`src/lfod_pkg.sv`:
```
package lfod_pkg;

    localparam int MAX_SAMPLES = 2048;

    localparam int RANGE_W = 16;
    localparam int CNT_W   = 12;
    localparam int SUM_W   = 28;
    localparam int ANG_W   = 32;
    localparam int HALF_W  = 22;
    localparam int START_W = 24;
    localparam int STEP_W  = 23;
    localparam int PROD_W  = SUM_W + CNT_W;
    localparam int CS_W    = 3;
    localparam int ADDR_W  = 5;
    localparam int DATA_W  = 32;

    localparam logic [CNT_W-1:0] CNT_CAP =
        CNT_W'((MAX_SAMPLES > 4095) ? 4095 : MAX_SAMPLES);

    localparam logic signed [ANG_W-1:0] ANGLE_CEIL  = 32'sh7FFF_FFFF;
    localparam logic signed [ANG_W-1:0] ONE_RAD     = 32'sd1000000;
    localparam logic signed [ANG_W-1:0] NEG_ONE_RAD = -32'sd1000000;

    localparam logic [CS_W-1:0] CLEAR_SCANS_NEEDED = 3'd5;
    localparam logic [CS_W-1:0] CLEAR_SCANS_MAX    = 3'd7;

    localparam logic [RANGE_W-1:0] NEAREST_NONE = 16'hFFFF;

    // register index codes (byte address = 4 * index)
    localparam logic [2:0] REG_STOP_DIST     = 3'd0;
    localparam logic [2:0] REG_CLEAR_DIST    = 3'd1;
    localparam logic [2:0] REG_FRONT_HALF    = 3'd2;
    localparam logic [2:0] REG_REQUIRED_HITS = 3'd3;
    localparam logic [2:0] REG_RANGE_MAX     = 3'd4;
    localparam logic [2:0] REG_ANGLE_START   = 3'd5;
    localparam logic [2:0] REG_ANGLE_STEP    = 3'd6;

    typedef struct packed {
        logic [RANGE_W-1:0]        stop_dist_mm;
        logic [RANGE_W-1:0]        clear_dist_mm;
        logic [HALF_W-1:0]         front_half_angle_urad;
        logic [CNT_W-1:0]          required_hits;
        logic [RANGE_W-1:0]        max_range_mm;
        logic signed [START_W-1:0] angle_start_urad;
        logic [STEP_W-1:0]         angle_step_urad;
    } cfg_t;

    typedef struct packed {
        logic [CNT_W-1:0]   hits;
        logic [RANGE_W-1:0] nearest;
        logic               front_seen;
        logic [SUM_W-1:0]   left_sum;
        logic [CNT_W-1:0]   left_cnt;
        logic [SUM_W-1:0]   right_sum;
        logic [CNT_W-1:0]   right_cnt;
    } scan_sum_t;

    typedef struct packed {
        logic               path_blocked;
        logic               detour_left;
        logic               obstacle_seen;
        logic [RANGE_W-1:0] nearest_front_mm;
        logic [CNT_W-1:0]   hit_total;
    } result_t;

endpackage

```
`src/lfod_sample_if.sv`:
```
interface lfod_sample_if;
    import lfod_pkg::*;

    logic               valid;
    logic               ready;
    logic [RANGE_W-1:0] range_mm;
    logic               range_valid;
    logic               scan_end;

    modport source (output valid, range_mm, range_valid, scan_end, input ready);
    modport sink (input valid, range_mm, range_valid, scan_end, output ready);
endinterface

```
`src/lfod_result_if.sv`:
```
interface lfod_result_if;
    import lfod_pkg::*;

    logic               valid;
    logic               ready;
    logic               path_blocked;
    logic               detour_left;
    logic               obstacle_seen;
    logic [RANGE_W-1:0] nearest_front_mm;
    logic [CNT_W-1:0]   hit_total;

    modport source (output valid, path_blocked, detour_left, obstacle_seen,
                    nearest_front_mm, hit_total, input ready);
    modport sink (input valid, path_blocked, detour_left, obstacle_seen,
                  nearest_front_mm, hit_total, output ready);
endinterface

```
`src/lidar_front_obstacle_detector.sv`:
```
// LiDAR front obstacle detector.
// sample_ch carries one range sample per request (range_mm, range_valid,
// scan_end). The beam angle starts at angle_start_urad on the first sample
// of a scan and advances by angle_step_urad per sample, valid or not.
// result_ch carries one request per scan, issued for the sample marked
// scan_end; other samples produce nothing.
// Configuration is written over the APB port (register i at byte 4*i,
// pready always high); the user must write it only while the block is idle;
// the block itself does not enforce this. Throughput: one sample per cycle
// while no stalled scan end holds the input register, set by the accumulate
// stage behind it. A scan-end sample passes the input register, snapshot,
// product register and result register before its result shows.
// Reset clears the current scan, the blocked state, the clear-scan count
// and the detour side, and loads the register defaults.
// When result_ch stalls, up to four scan ends are held in the pipeline;
// ordinary samples keep flowing, and sample_ch.ready drops only when a
// scan end cannot move on.
module lidar_front_obstacle_detector (
    input  logic                        clk,
    input  logic                        rst_n,
    input  logic                        psel,
    input  logic                        penable,
    input  logic                        pwrite,
    input  logic [lfod_pkg::ADDR_W-1:0] paddr,
    input  logic [lfod_pkg::DATA_W-1:0] pwdata,
    output logic [lfod_pkg::DATA_W-1:0] prdata,
    output logic                        pready,
    lfod_sample_if.sink                 sample_ch,
    lfod_result_if.source               result_ch
);
    import lfod_pkg::*;

    cfg_t      cfg;
    scan_sum_t sum;
    logic      sum_valid;
    logic      sum_ready;

    lfod_cfg_regs u_cfg (
        .clk     (clk),
        .rst_n   (rst_n),
        .psel    (psel),
        .penable (penable),
        .pwrite  (pwrite),
        .paddr   (paddr),
        .pwdata  (pwdata),
        .prdata  (prdata),
        .pready  (pready),
        .cfg     (cfg)
    );

    lfod_scan_acc u_acc (
        .clk       (clk),
        .rst_n     (rst_n),
        .sample_ch (sample_ch),
        .cfg       (cfg),
        .sum       (sum),
        .sum_valid (sum_valid),
        .sum_ready (sum_ready)
    );

    lfod_decide u_decide (
        .clk       (clk),
        .rst_n     (rst_n),
        .cfg       (cfg),
        .sum       (sum),
        .sum_valid (sum_valid),
        .sum_ready (sum_ready),
        .result_ch (result_ch)
    );
endmodule

```
`src/lfod_cfg_regs.sv`:
```
module lfod_cfg_regs (
    input  logic                        clk,
    input  logic                        rst_n,
    input  logic                        psel,
    input  logic                        penable,
    input  logic                        pwrite,
    input  logic [lfod_pkg::ADDR_W-1:0] paddr,
    input  logic [lfod_pkg::DATA_W-1:0] pwdata,
    output logic [lfod_pkg::DATA_W-1:0] prdata,
    output logic                        pready,
    output lfod_pkg::cfg_t              cfg
);
    import lfod_pkg::*;

    cfg_t       cfg_reg;
    cfg_t       cfg_next;
    logic [2:0] reg_idx;
    logic       wr_en;

    assign pready  = 1'b1;
    assign reg_idx = paddr[4:2];
    assign wr_en   = psel && penable && pwrite && pready;
    assign cfg     = cfg_reg;

    always_comb
    begin
        cfg_next = cfg_reg;
        if (wr_en)
        begin
            case (reg_idx)
                REG_STOP_DIST:     cfg_next.stop_dist_mm          = pwdata[RANGE_W-1:0];
                REG_CLEAR_DIST:    cfg_next.clear_dist_mm         = pwdata[RANGE_W-1:0];
                REG_FRONT_HALF:    cfg_next.front_half_angle_urad = pwdata[HALF_W-1:0];
                REG_REQUIRED_HITS: cfg_next.required_hits         = pwdata[CNT_W-1:0];
                REG_RANGE_MAX:     cfg_next.max_range_mm          = pwdata[RANGE_W-1:0];
                REG_ANGLE_START:   cfg_next.angle_start_urad      = pwdata[START_W-1:0];
                REG_ANGLE_STEP:    cfg_next.angle_step_urad       = pwdata[STEP_W-1:0];
                default:           cfg_next = cfg_reg;
            endcase
        end
    end

    always_comb
    begin
        case (reg_idx)
            REG_STOP_DIST:     prdata = DATA_W'(cfg_reg.stop_dist_mm);
            REG_CLEAR_DIST:    prdata = DATA_W'(cfg_reg.clear_dist_mm);
            REG_FRONT_HALF:    prdata = DATA_W'(cfg_reg.front_half_angle_urad);
            REG_REQUIRED_HITS: prdata = DATA_W'(cfg_reg.required_hits);
            REG_RANGE_MAX:     prdata = DATA_W'(cfg_reg.max_range_mm);
            REG_ANGLE_START:   prdata = {{(DATA_W-START_W){1'b0}},
                                         cfg_reg.angle_start_urad};
            REG_ANGLE_STEP:    prdata = DATA_W'(cfg_reg.angle_step_urad);
            default:           prdata = '0;
        endcase
    end

    always_ff @(posedge clk or negedge rst_n)
    begin
        if (!rst_n)
        begin
            cfg_reg.stop_dist_mm          <= 16'd1200;
            cfg_reg.clear_dist_mm         <= 16'd1800;
            cfg_reg.front_half_angle_urad <= 22'd698132;
            cfg_reg.required_hits         <= 12'd2;
            cfg_reg.max_range_mm          <= 16'd30000;
            cfg_reg.angle_start_urad      <= -24'sd3141593;
            cfg_reg.angle_step_urad       <= 23'd6136;
        end
        else
        begin
            cfg_reg <= cfg_next;
        end
    end
endmodule

```
`src/lfod_scan_acc.sv`:
```
module lfod_scan_acc (
    input  logic                 clk,
    input  logic                 rst_n,
    lfod_sample_if.sink          sample_ch,
    input  lfod_pkg::cfg_t       cfg,
    output lfod_pkg::scan_sum_t  sum,
    output logic                 sum_valid,
    input  logic                 sum_ready
);
    import lfod_pkg::*;

    // input register
    logic               s0_valid_reg, s0_valid_next;
    logic [RANGE_W-1:0] s0_range_reg;
    logic               s0_rvalid_reg;
    logic               s0_end_reg;

    // per-scan state
    logic signed [ANG_W-1:0] beam_angle_reg, beam_angle_next;
    logic                    in_scan_reg, in_scan_next;
    logic [CNT_W-1:0]        front_hits_reg, front_hits_next;
    logic [RANGE_W-1:0]      nearest_reg, nearest_next;
    logic                    front_seen_reg, front_seen_next;
    logic [SUM_W-1:0]        left_sum_reg, left_sum_next;
    logic [SUM_W-1:0]        right_sum_reg, right_sum_next;
    logic [CNT_W-1:0]        left_cnt_reg, left_cnt_next;
    logic [CNT_W-1:0]        right_cnt_reg, right_cnt_next;

    logic                    accept;
    logic                    s0_go;
    logic signed [ANG_W-1:0] ang;
    logic [ANG_W-1:0]        ang_mag;
    logic signed [ANG_W:0]   ang_sum;
    logic signed [ANG_W-1:0] ang_adv;
    logic                    in_front, in_left, in_right;
    logic                    hit_inc, left_inc, right_inc, near_upd;
    scan_sum_t               upd;

    assign s0_go           = s0_valid_reg && (!s0_end_reg || sum_ready);
    assign sample_ch.ready = !s0_valid_reg || s0_go;
    assign accept          = sample_ch.valid && sample_ch.ready;

    assign ang = in_scan_reg ? beam_angle_reg
                             : {{(ANG_W-START_W){cfg.angle_start_urad[START_W-1]}},
                                cfg.angle_start_urad};
    assign ang_mag = ang[ANG_W-1] ? ANG_W'(-ang) : ANG_W'(ang);
    assign ang_sum = {ang[ANG_W-1], ang} + {{(ANG_W+1-STEP_W){1'b0}}, cfg.angle_step_urad};
    // only a positive overflow is possible; clamp there
    assign ang_adv = (ang_sum[ANG_W:ANG_W-1] == 2'b01) ? ANGLE_CEIL : ang_sum[ANG_W-1:0];

    assign in_front = ang_mag <= {{(ANG_W-HALF_W){1'b0}}, cfg.front_half_angle_urad};
    assign in_left  = (ang > 32'sd0) && (ang < ONE_RAD);
    assign in_right = (ang < 32'sd0) && (ang > NEG_ONE_RAD);

    assign hit_inc   = s0_rvalid_reg && in_front && (s0_range_reg < cfg.stop_dist_mm)
                       && (front_hits_reg < CNT_CAP);
    assign near_upd  = s0_rvalid_reg && in_front && (s0_range_reg < nearest_reg);
    assign left_inc  = s0_rvalid_reg && in_left && (left_cnt_reg < CNT_CAP);
    assign right_inc = s0_rvalid_reg && in_right && (right_cnt_reg < CNT_CAP);

    always_comb
    begin
        upd.hits       = front_hits_reg + CNT_W'(hit_inc);
        upd.nearest    = near_upd ? s0_range_reg : nearest_reg;
        upd.front_seen = front_seen_reg || (s0_rvalid_reg && in_front);
        upd.left_sum   = left_inc ? left_sum_reg + SUM_W'(s0_range_reg) : left_sum_reg;
        upd.left_cnt   = left_cnt_reg + CNT_W'(left_inc);
        upd.right_sum  = right_inc ? right_sum_reg + SUM_W'(s0_range_reg) : right_sum_reg;
        upd.right_cnt  = right_cnt_reg + CNT_W'(right_inc);
    end

    assign sum       = upd;
    assign sum_valid = s0_valid_reg && s0_end_reg;

    always_comb
    begin
        s0_valid_next   = s0_valid_reg;
        beam_angle_next = beam_angle_reg;
        in_scan_next    = in_scan_reg;
        front_hits_next = front_hits_reg;
        nearest_next    = nearest_reg;
        front_seen_next = front_seen_reg;
        left_sum_next   = left_sum_reg;
        right_sum_next  = right_sum_reg;
        left_cnt_next   = left_cnt_reg;
        right_cnt_next  = right_cnt_reg;
        if (s0_go)
        begin
            s0_valid_next = 1'b0;
            if (s0_end_reg)
            begin
                // scan closes: drop back to an empty scan
                in_scan_next    = 1'b0;
                front_hits_next = '0;
                nearest_next    = NEAREST_NONE;
                front_seen_next = 1'b0;
                left_sum_next   = '0;
                right_sum_next  = '0;
                left_cnt_next   = '0;
                right_cnt_next  = '0;
            end
            else
            begin
                in_scan_next    = 1'b1;
                beam_angle_next = ang_adv;
                front_hits_next = upd.hits;
                nearest_next    = upd.nearest;
                front_seen_next = upd.front_seen;
                left_sum_next   = upd.left_sum;
                right_sum_next  = upd.right_sum;
                left_cnt_next   = upd.left_cnt;
                right_cnt_next  = upd.right_cnt;
            end
        end
        if (accept)
        begin
            s0_valid_next = 1'b1;
        end
    end

    always_ff @(posedge clk)
    begin
        if (accept)
        begin
            s0_range_reg  <= sample_ch.range_mm;
            s0_rvalid_reg <= sample_ch.range_valid;
            s0_end_reg    <= sample_ch.scan_end;
        end
    end

    always_ff @(posedge clk or negedge rst_n)
    begin
        if (!rst_n)
        begin
            s0_valid_reg   <= 1'b0;
            beam_angle_reg <= '0;
            in_scan_reg    <= 1'b0;
            front_hits_reg <= '0;
            nearest_reg    <= NEAREST_NONE;
            front_seen_reg <= 1'b0;
            left_sum_reg   <= '0;
            right_sum_reg  <= '0;
            left_cnt_reg   <= '0;
            right_cnt_reg  <= '0;
        end
        else
        begin
            s0_valid_reg   <= s0_valid_next;
            beam_angle_reg <= beam_angle_next;
            in_scan_reg    <= in_scan_next;
            front_hits_reg <= front_hits_next;
            nearest_reg    <= nearest_next;
            front_seen_reg <= front_seen_next;
            left_sum_reg   <= left_sum_next;
            right_sum_reg  <= right_sum_next;
            left_cnt_reg   <= left_cnt_next;
            right_cnt_reg  <= right_cnt_next;
        end
    end

`ifndef SYNTHESIS
    a_counts_capped: assert property (@(posedge clk) disable iff (!rst_n)
        (front_hits_reg <= CNT_CAP) && (left_cnt_reg <= CNT_CAP)
        && (right_cnt_reg <= CNT_CAP))
        else $error("scan counter beyond cap");

    a_end_held: assert property (@(posedge clk) disable iff (!rst_n)
        (s0_valid_reg && s0_end_reg && !sum_ready) |=> (s0_valid_reg && s0_end_reg))
        else $error("stalled scan end lost from input register");
`endif
endmodule

```
`src/lfod_decide.sv`:
```
module lfod_decide (
    input  logic                 clk,
    input  logic                 rst_n,
    input  lfod_pkg::cfg_t       cfg,
    input  lfod_pkg::scan_sum_t  sum,
    input  logic                 sum_valid,
    output logic                 sum_ready,
    lfod_result_if.source        result_ch
);
    import lfod_pkg::*;

    // snapshot stage
    logic      d1_valid_reg, d1_valid_next;
    scan_sum_t d1_sum_reg;

    // product stage
    logic               d2_valid_reg, d2_valid_next;
    logic [PROD_W-1:0]  d2_prod_l_reg, d2_prod_r_reg;
    logic               d2_seen_reg;
    logic               d2_clear_ok_reg;
    logic [RANGE_W-1:0] d2_nearest_reg;
    logic [CNT_W-1:0]   d2_hits_reg;

    // decision state and result register
    logic            blocked_reg, blocked_next;
    logic            detour_reg, detour_next;
    logic [CS_W-1:0] clear_scans_reg, clear_scans_next;
    logic            res_valid_reg, res_valid_next;
    result_t         res_reg, res_next;

    logic              res_free, d2_free, d2_go, d1_free, d1_go, d1_load;
    logic              seen, clear_ok;
    logic [SUM_W-1:0]  lnum, rnum;
    logic [CNT_W-1:0]  lden, rden;
    logic [PROD_W-1:0] prod_l, prod_r;
    logic [CS_W-1:0]   cs_inc;

    assign res_free  = !res_valid_reg || result_ch.ready;
    assign d2_free   = !d2_valid_reg || res_free;
    assign d2_go     = d2_valid_reg && res_free;
    assign d1_free   = !d1_valid_reg || d2_free;
    assign d1_go     = d1_valid_reg && d2_free;
    assign sum_ready = d1_free;
    assign d1_load   = sum_valid && sum_ready;

    // empty side stands in as the maximum range over one sample
    assign lnum = (d1_sum_reg.left_cnt != '0) ? d1_sum_reg.left_sum
                                              : SUM_W'(cfg.max_range_mm);
    assign lden = (d1_sum_reg.left_cnt != '0) ? d1_sum_reg.left_cnt : CNT_W'(1);
    assign rnum = (d1_sum_reg.right_cnt != '0) ? d1_sum_reg.right_sum
                                               : SUM_W'(cfg.max_range_mm);
    assign rden = (d1_sum_reg.right_cnt != '0) ? d1_sum_reg.right_cnt : CNT_W'(1);

    assign prod_l   = PROD_W'(lnum) * PROD_W'(rden);
    assign prod_r   = PROD_W'(rnum) * PROD_W'(lden);
    assign seen     = d1_sum_reg.hits >= cfg.required_hits;
    assign clear_ok = !d1_sum_reg.front_seen || (d1_sum_reg.nearest > cfg.clear_dist_mm);

    assign cs_inc = (clear_scans_reg < CLEAR_SCANS_MAX) ? clear_scans_reg + CS_W'(1)
                                                        : clear_scans_reg;

    always_comb
    begin
        d1_valid_next    = d1_load ? 1'b1 : (d1_go ? 1'b0 : d1_valid_reg);
        d2_valid_next    = d1_go ? 1'b1 : (d2_go ? 1'b0 : d2_valid_reg);
        res_valid_next   = d2_go ? 1'b1 : (result_ch.ready ? 1'b0 : res_valid_reg);
        blocked_next     = blocked_reg;
        detour_next      = detour_reg;
        clear_scans_next = clear_scans_reg;
        res_next         = res_reg;
        if (d2_go)
        begin
            if (d2_seen_reg)
            begin
                blocked_next     = 1'b1;
                clear_scans_next = '0;
                // tie goes right
                detour_next      = d2_prod_l_reg > d2_prod_r_reg;
            end
            else if (blocked_reg)
            begin
                clear_scans_next = cs_inc;
                if (d2_clear_ok_reg && (cs_inc > CLEAR_SCANS_NEEDED))
                begin
                    blocked_next = 1'b0;
                end
            end
            res_next.path_blocked     = blocked_next;
            res_next.detour_left      = detour_next;
            res_next.obstacle_seen    = d2_seen_reg;
            res_next.nearest_front_mm = d2_nearest_reg;
            res_next.hit_total        = d2_hits_reg;
        end
    end

    always_ff @(posedge clk)
    begin
        if (d1_load)
        begin
            d1_sum_reg <= sum;
        end
        if (d1_go)
        begin
            d2_prod_l_reg   <= prod_l;
            d2_prod_r_reg   <= prod_r;
            d2_seen_reg     <= seen;
            d2_clear_ok_reg <= clear_ok;
            d2_nearest_reg  <= d1_sum_reg.nearest;
            d2_hits_reg     <= d1_sum_reg.hits;
        end
        res_reg <= res_next;
    end

    always_ff @(posedge clk or negedge rst_n)
    begin
        if (!rst_n)
        begin
            d1_valid_reg    <= 1'b0;
            d2_valid_reg    <= 1'b0;
            res_valid_reg   <= 1'b0;
            blocked_reg     <= 1'b0;
            detour_reg      <= 1'b0;
            clear_scans_reg <= '0;
        end
        else
        begin
            d1_valid_reg    <= d1_valid_next;
            d2_valid_reg    <= d2_valid_next;
            res_valid_reg   <= res_valid_next;
            blocked_reg     <= blocked_next;
            detour_reg      <= detour_next;
            clear_scans_reg <= clear_scans_next;
        end
    end

    assign result_ch.valid            = res_valid_reg;
    assign result_ch.path_blocked     = res_reg.path_blocked;
    assign result_ch.detour_left      = res_reg.detour_left;
    assign result_ch.obstacle_seen    = res_reg.obstacle_seen;
    assign result_ch.nearest_front_mm = res_reg.nearest_front_mm;
    assign result_ch.hit_total        = res_reg.hit_total;

`ifndef SYNTHESIS
    a_unblock_after_clear: assert property (@(posedge clk) disable iff (!rst_n)
        $fell(blocked_reg) |-> (clear_scans_reg > CLEAR_SCANS_NEEDED))
        else $error("unblocked before enough clear scans");

    a_seen_blocks: assert property (@(posedge clk) disable iff (!rst_n)
        (res_valid_reg && res_reg.obstacle_seen) |-> res_reg.path_blocked)
        else $error("obstacle seen but path not blocked");

    a_seen_hits: assert property (@(posedge clk) disable iff (!rst_n)
        (res_valid_reg && res_reg.obstacle_seen) |-> (res_reg.hit_total >= cfg.required_hits))
        else $error("obstacle seen with too few hits");
`endif
endmodule
```
`src/flat_wrapper.sv`:
```
// flat-port wrapper written by rule: the top's interface ports become plain ports
module lidar_front_obstacle_detector_flat import lfod_pkg::*;
  (clk, rst_n, psel, penable, pwrite, paddr, pwdata, prdata, pready, sample_ch_valid, sample_ch_range_mm, sample_ch_range_valid, sample_ch_scan_end, sample_ch_ready, result_ch_valid, result_ch_path_blocked, result_ch_detour_left, result_ch_obstacle_seen, result_ch_nearest_front_mm, result_ch_hit_total, result_ch_ready);
  lfod_sample_if sample_ch_i ();
  lfod_result_if result_ch_i ();
  input  logic clk;
  input  logic rst_n;
  input  logic psel;
  input  logic penable;
  input  logic pwrite;
  input  logic [lfod_pkg::ADDR_W-1:0] paddr;
  input  logic [lfod_pkg::DATA_W-1:0] pwdata;
  output logic [lfod_pkg::DATA_W-1:0] prdata;
  output logic pready;
  input wire logic [$bits(sample_ch_i.valid)-1:0] sample_ch_valid;
  input wire logic [$bits(sample_ch_i.range_mm)-1:0] sample_ch_range_mm;
  input wire logic [$bits(sample_ch_i.range_valid)-1:0] sample_ch_range_valid;
  input wire logic [$bits(sample_ch_i.scan_end)-1:0] sample_ch_scan_end;
  output wire logic [$bits(sample_ch_i.ready)-1:0] sample_ch_ready;
  output wire logic [$bits(result_ch_i.valid)-1:0] result_ch_valid;
  output wire logic [$bits(result_ch_i.path_blocked)-1:0] result_ch_path_blocked;
  output wire logic [$bits(result_ch_i.detour_left)-1:0] result_ch_detour_left;
  output wire logic [$bits(result_ch_i.obstacle_seen)-1:0] result_ch_obstacle_seen;
  output wire logic [$bits(result_ch_i.nearest_front_mm)-1:0] result_ch_nearest_front_mm;
  output wire logic [$bits(result_ch_i.hit_total)-1:0] result_ch_hit_total;
  input wire logic [$bits(result_ch_i.ready)-1:0] result_ch_ready;
  assign sample_ch_i.valid = sample_ch_valid;
  assign sample_ch_i.range_mm = sample_ch_range_mm;
  assign sample_ch_i.range_valid = sample_ch_range_valid;
  assign sample_ch_i.scan_end = sample_ch_scan_end;
  assign sample_ch_ready = sample_ch_i.ready;
  assign result_ch_valid = result_ch_i.valid;
  assign result_ch_path_blocked = result_ch_i.path_blocked;
  assign result_ch_detour_left = result_ch_i.detour_left;
  assign result_ch_obstacle_seen = result_ch_i.obstacle_seen;
  assign result_ch_nearest_front_mm = result_ch_i.nearest_front_mm;
  assign result_ch_hit_total = result_ch_i.hit_total;
  assign result_ch_i.ready = result_ch_ready;
  lidar_front_obstacle_detector u_core (.clk(clk), .rst_n(rst_n), .psel(psel), .penable(penable), .pwrite(pwrite), .paddr(paddr), .pwdata(pwdata), .prdata(prdata), .pready(pready), .sample_ch(sample_ch_i), .result_ch(result_ch_i));
endmodule
```
`config.mk`:
```
export PLATFORM = sky130hd
export DESIGN_NAME = lidar_front_obstacle_detector_flat
export DESIGN_NICKNAME = d
export VERILOG_FILES = /design/src/lfod_pkg.sv /design/src/lfod_sample_if.sv /design/src/lfod_result_if.sv /design/src/lidar_front_obstacle_detector.sv /design/src/lfod_cfg_regs.sv /design/src/lfod_scan_acc.sv /design/src/lfod_decide.sv /design/src/flat_wrapper.sv
export SDC_FILE = /design/constraint.sdc
export NUM_CORES = 2
export LEC_CHECK = 0
export BUFFER_PORTS_ARGS = -buffer_cell sky130_fd_sc_hd__clkbuf_2
export CELL_PAD_IN_SITES_DETAIL_PLACEMENT = 2
export CELL_PAD_IN_SITES_GLOBAL_PLACEMENT = 2
export CORE_ASPECT_RATIO = 1.2
export CORE_UTILIZATION = 43
export CTS_CLUSTER_DIAMETER = 200
export DETAILED_ROUTE_END_ITERATION = 12
export GPL_TIMING_DRIVEN = 0
export PLACE_DENSITY_LB_ADDON = 0.1
export SLEW_MARGIN = 5
export SYNTH_ARGS = -nofsm -noshare
export SYNTH_HDL_FRONTEND = slang
export SYNTH_SLANG_ARGS = --single-unit
```
`constraint.sdc`:
```
create_clock -name clk -period 11.07 [get_ports clk]
set_clock_uncertainty 0.1 [all_clocks]
set_input_delay 0.5535 -clock clk [delete_from_list [all_inputs] [get_ports clk]]
set_output_delay 0.5535 -clock clk [all_outputs]
set_load 0.05 [all_outputs]
```
# After elaboration in Yosys (flattened, before gate mapping)
# Cells that the tools add are included.
# W data, S select, Z words.
op_classes:
  add_sub_neg: 8
  n_mul: 2
  magnitude_cmp: 15
  n_eq_ne: 7
  n_mux: 34
  bitwise_logic: 1
  n_reduce_logical: 49
op_table:
  columns: ["operator", "count"]
  rows:
  - ["$mux W28", 6]
  - ["$pmux W24 S7", 1]
  - ["$mux W32", 3]
  - ["$mul A28 B12 Y40", 2]
  - ["$mux W12", 5]
  - ["$add A28 B16 Y28", 2]
  - ["$gt A40 B40 Y1", 1]
  - ["$add A12 B1 Y12", 3]
  - ["$lt A12 B12 Y1 const B", 3]
  - ["$add A32 B24 Y33", 1]
  - ["$gt A32 B1 Y1 const B", 1]
  - ["$gt A32 B21 Y1 const B", 1]
  - ["$le A32 B22 Y1", 1]
  - ["$lt A16 B16 Y1", 2]
  - ["$lt A32 B1 Y1 const B", 1]
  - ["$lt A32 B21 Y1 const B", 1]
  - ["$mux W16", 2]
  - ["$neg A32 Y32", 1]
  - ["$reduce_bool A12 Y1", 2]
  - ["$logic_and A1 B1 Y1", 19]
  - ["$reduce_and A2 Y1", 9]
  - ["$gt A16 B16 Y1", 1]
  - ["$mux W1", 14]
  - ["$ge A12 B12 Y1", 1]
  - ["13 further kinds", 33]
totals:
  reg_bits: 548
  input_bits: 62
  out_inout_bits: 66
  word_cells: 160

# Longest topological paths before layout
depth:
  word_depth: 9
  depth_mapped: 31
  mapped_depth_nobuf: 25

# Modules after synthesis
# Synthesis repeated with hierarchy kept, for this count alone.
hier_totals:
  cells_unflattened: 5182
  hier_area_um2: 51175.3
modules_own_cells:
  columns: ["mod", "instances", "cells_per_inst", "area_per_inst_um2", "seq_area_each_um2"]
  rows:
  - ["lfod_decide", 1, 3103, 31069.8, 7707.4]
  - ["lfod_scan_acc", 1, 1638, 13994.7, 4139.0]
  - ["lfod_cfg_regs", 1, 441, 6110.9, 3280.6]

# Worst setup path before layout
# Ideal clock, no wire load.
synth_timing:
  path_kind: "register to register"
  from: "reg u_core.u_decide.d1_sum_reg[4] (netlist bit)"
  to: "reg u_core.u_decide.d2_prod_r_reg[39], data pin"
  setup_time_ns: 0.260
  arrival_ns: 7.350
  t_required_ns: 10.710
  setup_slack_ns: 3.360
  path_stages_with_launch: 27
  path_buffers: 2
  synth_period_minus_slack_ns: 7.710
  path_cell_list: "edfxtp_1 nor4_1 nand3_1 clkbuf_1 mux2_2 clkbuf_1 and2_1 fa_1 inv_1 fa_1 inv_1 fa_1 fa_1 inv_1 fa_1 inv_1 ha_1 and2_1 a221o_1 a221o_1 a31oi_1 o21ai_1 a211oi_1 o2111ai_1 a31o_2 a31oi_1 xnor2_1"
synth_via:
  elab_chain_cells: 3
synth_lines:
  columns: ["element", "line", "source"]
  rows:
  - ["from (decl)", "lfod_decide.sv:14", "scan_sum_t d1_sum_reg;"]
  - ["from (signal assigned)", "lfod_decide.sv:100", "d1_sum_reg <= sum;"]
  - ["$reduce_bool A12 Y1", "lfod_decide.sv:50", "assign rnum = (d1_sum_reg.right_cnt != '0) ? d1_sum_reg.right_sum"]
  - ["$mux W28", "lfod_decide.sv:50", null]
  - ["$mul A28 B12 Y40", "lfod_decide.sv:55", "assign prod_r = PROD_W'(rnum) * PROD_W'(lden);"]
  - ["named net u_core.u_decide.prod_r[39]", "lfod_decide.sv:35", "logic [PROD_W-1:0] prod_l, prod_r;"]
  - ["to (signal assigned)", "lfod_decide.sv:105", "d2_prod_r_reg <= prod_r;"]
  - ["to (decl)", "lfod_decide.sv:18", "logic [PROD_W-1:0] d2_prod_l_reg, d2_prod_r_reg;"]
# The timed path passes the listed nets, and every way through them passes these cells.
# A chain may end at the register's enable or synchronous reset.

# Final worst setup path
layout_timing:
  from: "reg u_core.u_decide.d1_sum_reg[1] (netlist bit)"
  to: "reg u_core.u_decide.d2_prod_r_reg[39], data pin"
# Same word-level chain as after synthesis.

==> impl_metrics.tcl <==
set metrics [dict create \
    dpl.hpwl_mm 144.9 \
    min_path_type "in2reg" \
    routed_via_density 5.703 \
    ant_nets 0 \
    power.density_nw_per_um2 234.6 \
    cts-root-buf "clkbuf_16" \
    ys_types 101 \
    clk_pin_slew_ps 60 \
    synth_cells 5090 \
    fin_crit_ps 9598 \
    ys_seq_area_share_pct 30.20 \
    reg2reg_from "u_core.u_decide.d1_sum_reg[1]$_DFFE_PP_" \
    ir_drop_v 0.0001535 \
    globalRouteTotalUtil_pct 31.93 \
    synth_area_um2 50090 \
    synth_edf_count 268 \
    final_hold_viol_count 0 \
    ys_warn_count 0 \
    synth_flop_cell "edfxtp_1" \
    firstDrtPassIters 5 \
    drcViolationCount 0 \
    fp.coreArea_um2 115000 \
    drv_cap 0 \
    grt_pass1_wl_mm 282.7 \
    synthArstFlopShare_pct 51.09 \
    routed_wl_mm 185.5 \
    slew_headroom_pct 17.08 \
    layout_common_cells "763 x inv_1, 685 x nand2_1, 523 x fa_1, 339 x ha_1, 268 x edfxtp_1" \
    seqCellArea_um2 15130 \
    die_h_um 375.9 \
    period_share_pct 86.70 \
    cts_tree "yes" \
    drive_above_1_share_pct 9.600 \
    status "finished clean" \
    grt_start_max_net_pins 89 \
    cts_sinks 548 \
    worst_r2r_path_depth 25 \
    dieArea_um2 117900 \
    tightest_slew_ps 1234 \
    ios 128 \
    gp_congestion 0.8902 \
    die_x_um 313.6 \
    multiInputGateArea_um2 31060 \
    fin_nets 6226 \
    critPathKind "reg2reg" \
    layout_commonest_cell "inv_1" \
    syn_avg_cell_area_um2 9.841 \
    dr_total_vias 39230 \
    portBuffers 106 \
    grt_pass1_vias 45630 \
    h-tree-depth 2 \
    crit_fanout 10 \
    regToRegSetupSlack_ps 1470 \
    largest_reg_flops 129 \
    rows 136 \
    rsz0062_at_grt "false" \
    fin_ws_ps 1472 \
    final_cell_count_no_fill 6878 \
    slew_violations 0 \
    endpoint_kind "flop" \
    drtIter0Drc 1878 \
    p_leak_nw 25.76 \
    cp.arrival_ps 9870 \
    floorplan.initialDensity_pct 43.55 \
    placed_cells 6733 \
    crit_required_ps 11340 \
    fillers 12150 \
    tns_ps 0 \
    insertion_delay_ps 710 \
    finish.utilization_pct 47.99 \
    crit_end "u_core.u_decide.d2_prod_r_reg[39]$_DFFE_PP_" \
    fmax_mhz 104.2 \
    layout-area-overhead-vs-synth_pct 10.20 \
    cts_resized 0 \
    overflow 0 \
    cts_made_buffers 60 \
    whs_ps 46.31 \
    startpoint "u_core.u_decide.d1_sum_reg[1]$_DFFE_PP_" \
    wl_per_cell_um 26.97 \
    pre_cts_ws_ps 1520 \
    rr_endpoint "u_core.u_decide.d2_prod_r_reg[39]$_DFFE_PP_" \
    setup_viol_count_final 0 \
    cp-start-kind "flop" \
    yosys_register_bits 548 \
    clock_path_buffers 3 \
    antenna_found_initial 5 \
]
power by group:
group          switching (mW)  total (mW)  internal [mW]
logic                    4.63        7.60           2.96
registers               0.361        3.17           2.81
clock network           0.951        2.18           1.23
total                    5.94        13.0           7.01
cell families (layout without fill, tap and decap cells):
kind of cell | Yosys count | after routing | synth area share (%)
muxes | 211 | 211 | 4.993
xor gates and xnor gates | 188 | 188 | 3.287
buffers and inverters | 1027 | 1284 | 7.885
AOI/OAI and AO/OA | 833 | 833 | 10.87
adders and majority gates | 862 | 862 | 29.37
DFF | 548 | 548 | 30.20
and+or+nand+nor | 1419 | 1419 | 13.38
other | 2 | 15 | 0.01499
per-stage QoR:
step	total power [mW]	instance area, µm²
final	12.95	55200
after global routing	13.90	55190
after CTS	13.08	55190
after detailed placement	10.78	52840
after global placement	10.41	52550
after floorplan	8.243	50120
layer usage:
| layer | track usage (%) | vias up | routed length (µm) |
|---|---|---|---|
| li1 | - | 17240 | - |
| met1 | 35.71 | 20800 | 70750 |
| met2 | 59.46 | 793 | 98290 |
| met3 | 3.500 | 386 | 5739 |
| met4 | 16.07 | 8 | 10640 |
| met5 | 0 | - | 53 |
cell type report:
class / instances / area share (%)
Multi-Input combinational cell: 3522 / 56.26
Sequential cell: 548 / 27.40
Inverter: 764 / 5.195
Tap cell: 1518 / 3.441
Clock buffer: 88 / 3.130
Buffer: 263 / 1.963
Timing Repair Buffer: 143 / 1.908
Clock inverter: 26 / 0.6709
Antenna cell: 6 / 0.02720
how the worst min path moves through the flow:
stage | slack [ps] | cells after the start | from | endpoint
2_1_floorplan | 160 | 0 | rst_n | u_core.u_acc.beam_angle_reg[0]$_DFFE_PN0P_
4_1_cts | 0.2 | 2 | pwdata[18] | u_core.u_cfg.cfg[41]$_DFFE_PN0P_
6_report | 50 | 2 | pwdata[22] | u_core.u_cfg.cfg[45]$_DFFE_PN1P_
3_3_place_gp | 300 | 0 | u_core.u_decide.d2_nearest_reg[9]$_DFFE_PP_ | u_core.u_decide.result_ch.nearest_front_mm[9]$_DFFE_PP_
3_5_place_dp | 310 | 0 | u_core.u_decide.d2_nearest_reg[13]$_DFFE_PP_ | u_core.u_decide.result_ch.nearest_front_mm[13]$_DFFE_PP_
5_1_grt | 40 | 2 | pwdata[18] | u_core.u_cfg.cfg[18]$_DFFE_PN0P_
timing repair:
action	4_1_cts	5_1_grt
hold buffers	25	0
buffers inserted	0	0
hold endpoints to repair	53	0
critical path: stages (launching register included):
cell and delay [ps]:
edfxtp_1 420, nor4_1 340, nand3_1 480, clkbuf_1 440, mux2_2 420, clkbuf_1 480
nand2_1 170, fa_1 540, fa_1 570, inv_1 60, fa_1 520, fa_1 570
inv_1 60, fa_1 530, inv_1 50, ha_1 350, and2_1 210, a221o_1 350
a221o_1 390, a31oi_1 530, o21ai_1 270, a211oi_1 580, o2111ai_1 200, a31o_2 290
a31oi_1 220, xnor2_1 120
synthesized netlist by cell type (all sizes together), types with 7 or more instances:
master / n / share of area, %
or2: 11 / 0.14
nor3b: 11 / 0.18
o21ai: 196 / 2.0
dfstp: 58 / 3.0
ha: 339 / 8.5
and3: 101 / 1.3
a31oi: 47 / 0.59
fa: 523 / 21
clkbuf: 235 / 1.8
buf: 28 / 0.40
o21bai: 26 / 0.39
or4: 7 / 0.11
a211o: 7 / 0.12
nand4: 29 / 0.37
nor2: 190 / 1.4
nand3: 66 / 0.67
mux2: 175 / 4.0
inv: 764 / 5.7
mux2i: 26 / 0.53
a21oi: 208 / 2.1
o311ai: 9 / 0.16
nand2: 687 / 5.2
nor2b: 32 / 0.40
o21a: 32 / 0.48
o22ai: 10 / 0.12
a41oi: 8 / 0.14
nand2b: 37 / 0.46
o211ai: 9 / 0.13
a211oi: 23 / 0.35
o31ai: 11 / 0.19
dfrtp: 222 / 11
and2: 154 / 1.9
a32o: 17 / 0.34
mux4: 10 / 0.45
or3: 8 / 0.10
edfxtp: 268 / 16
a21o: 91 / 1.4
a22oi: 12 / 0.18
nor4: 22 / 0.32
xnor2: 116 / 2.0
a22o: 60 / 1.0
xor2: 72 / 1.3
a2111oi: 7 / 0.12
nor3: 45 / 0.48
Note: power is estimated with default switching activity, not from simulation.
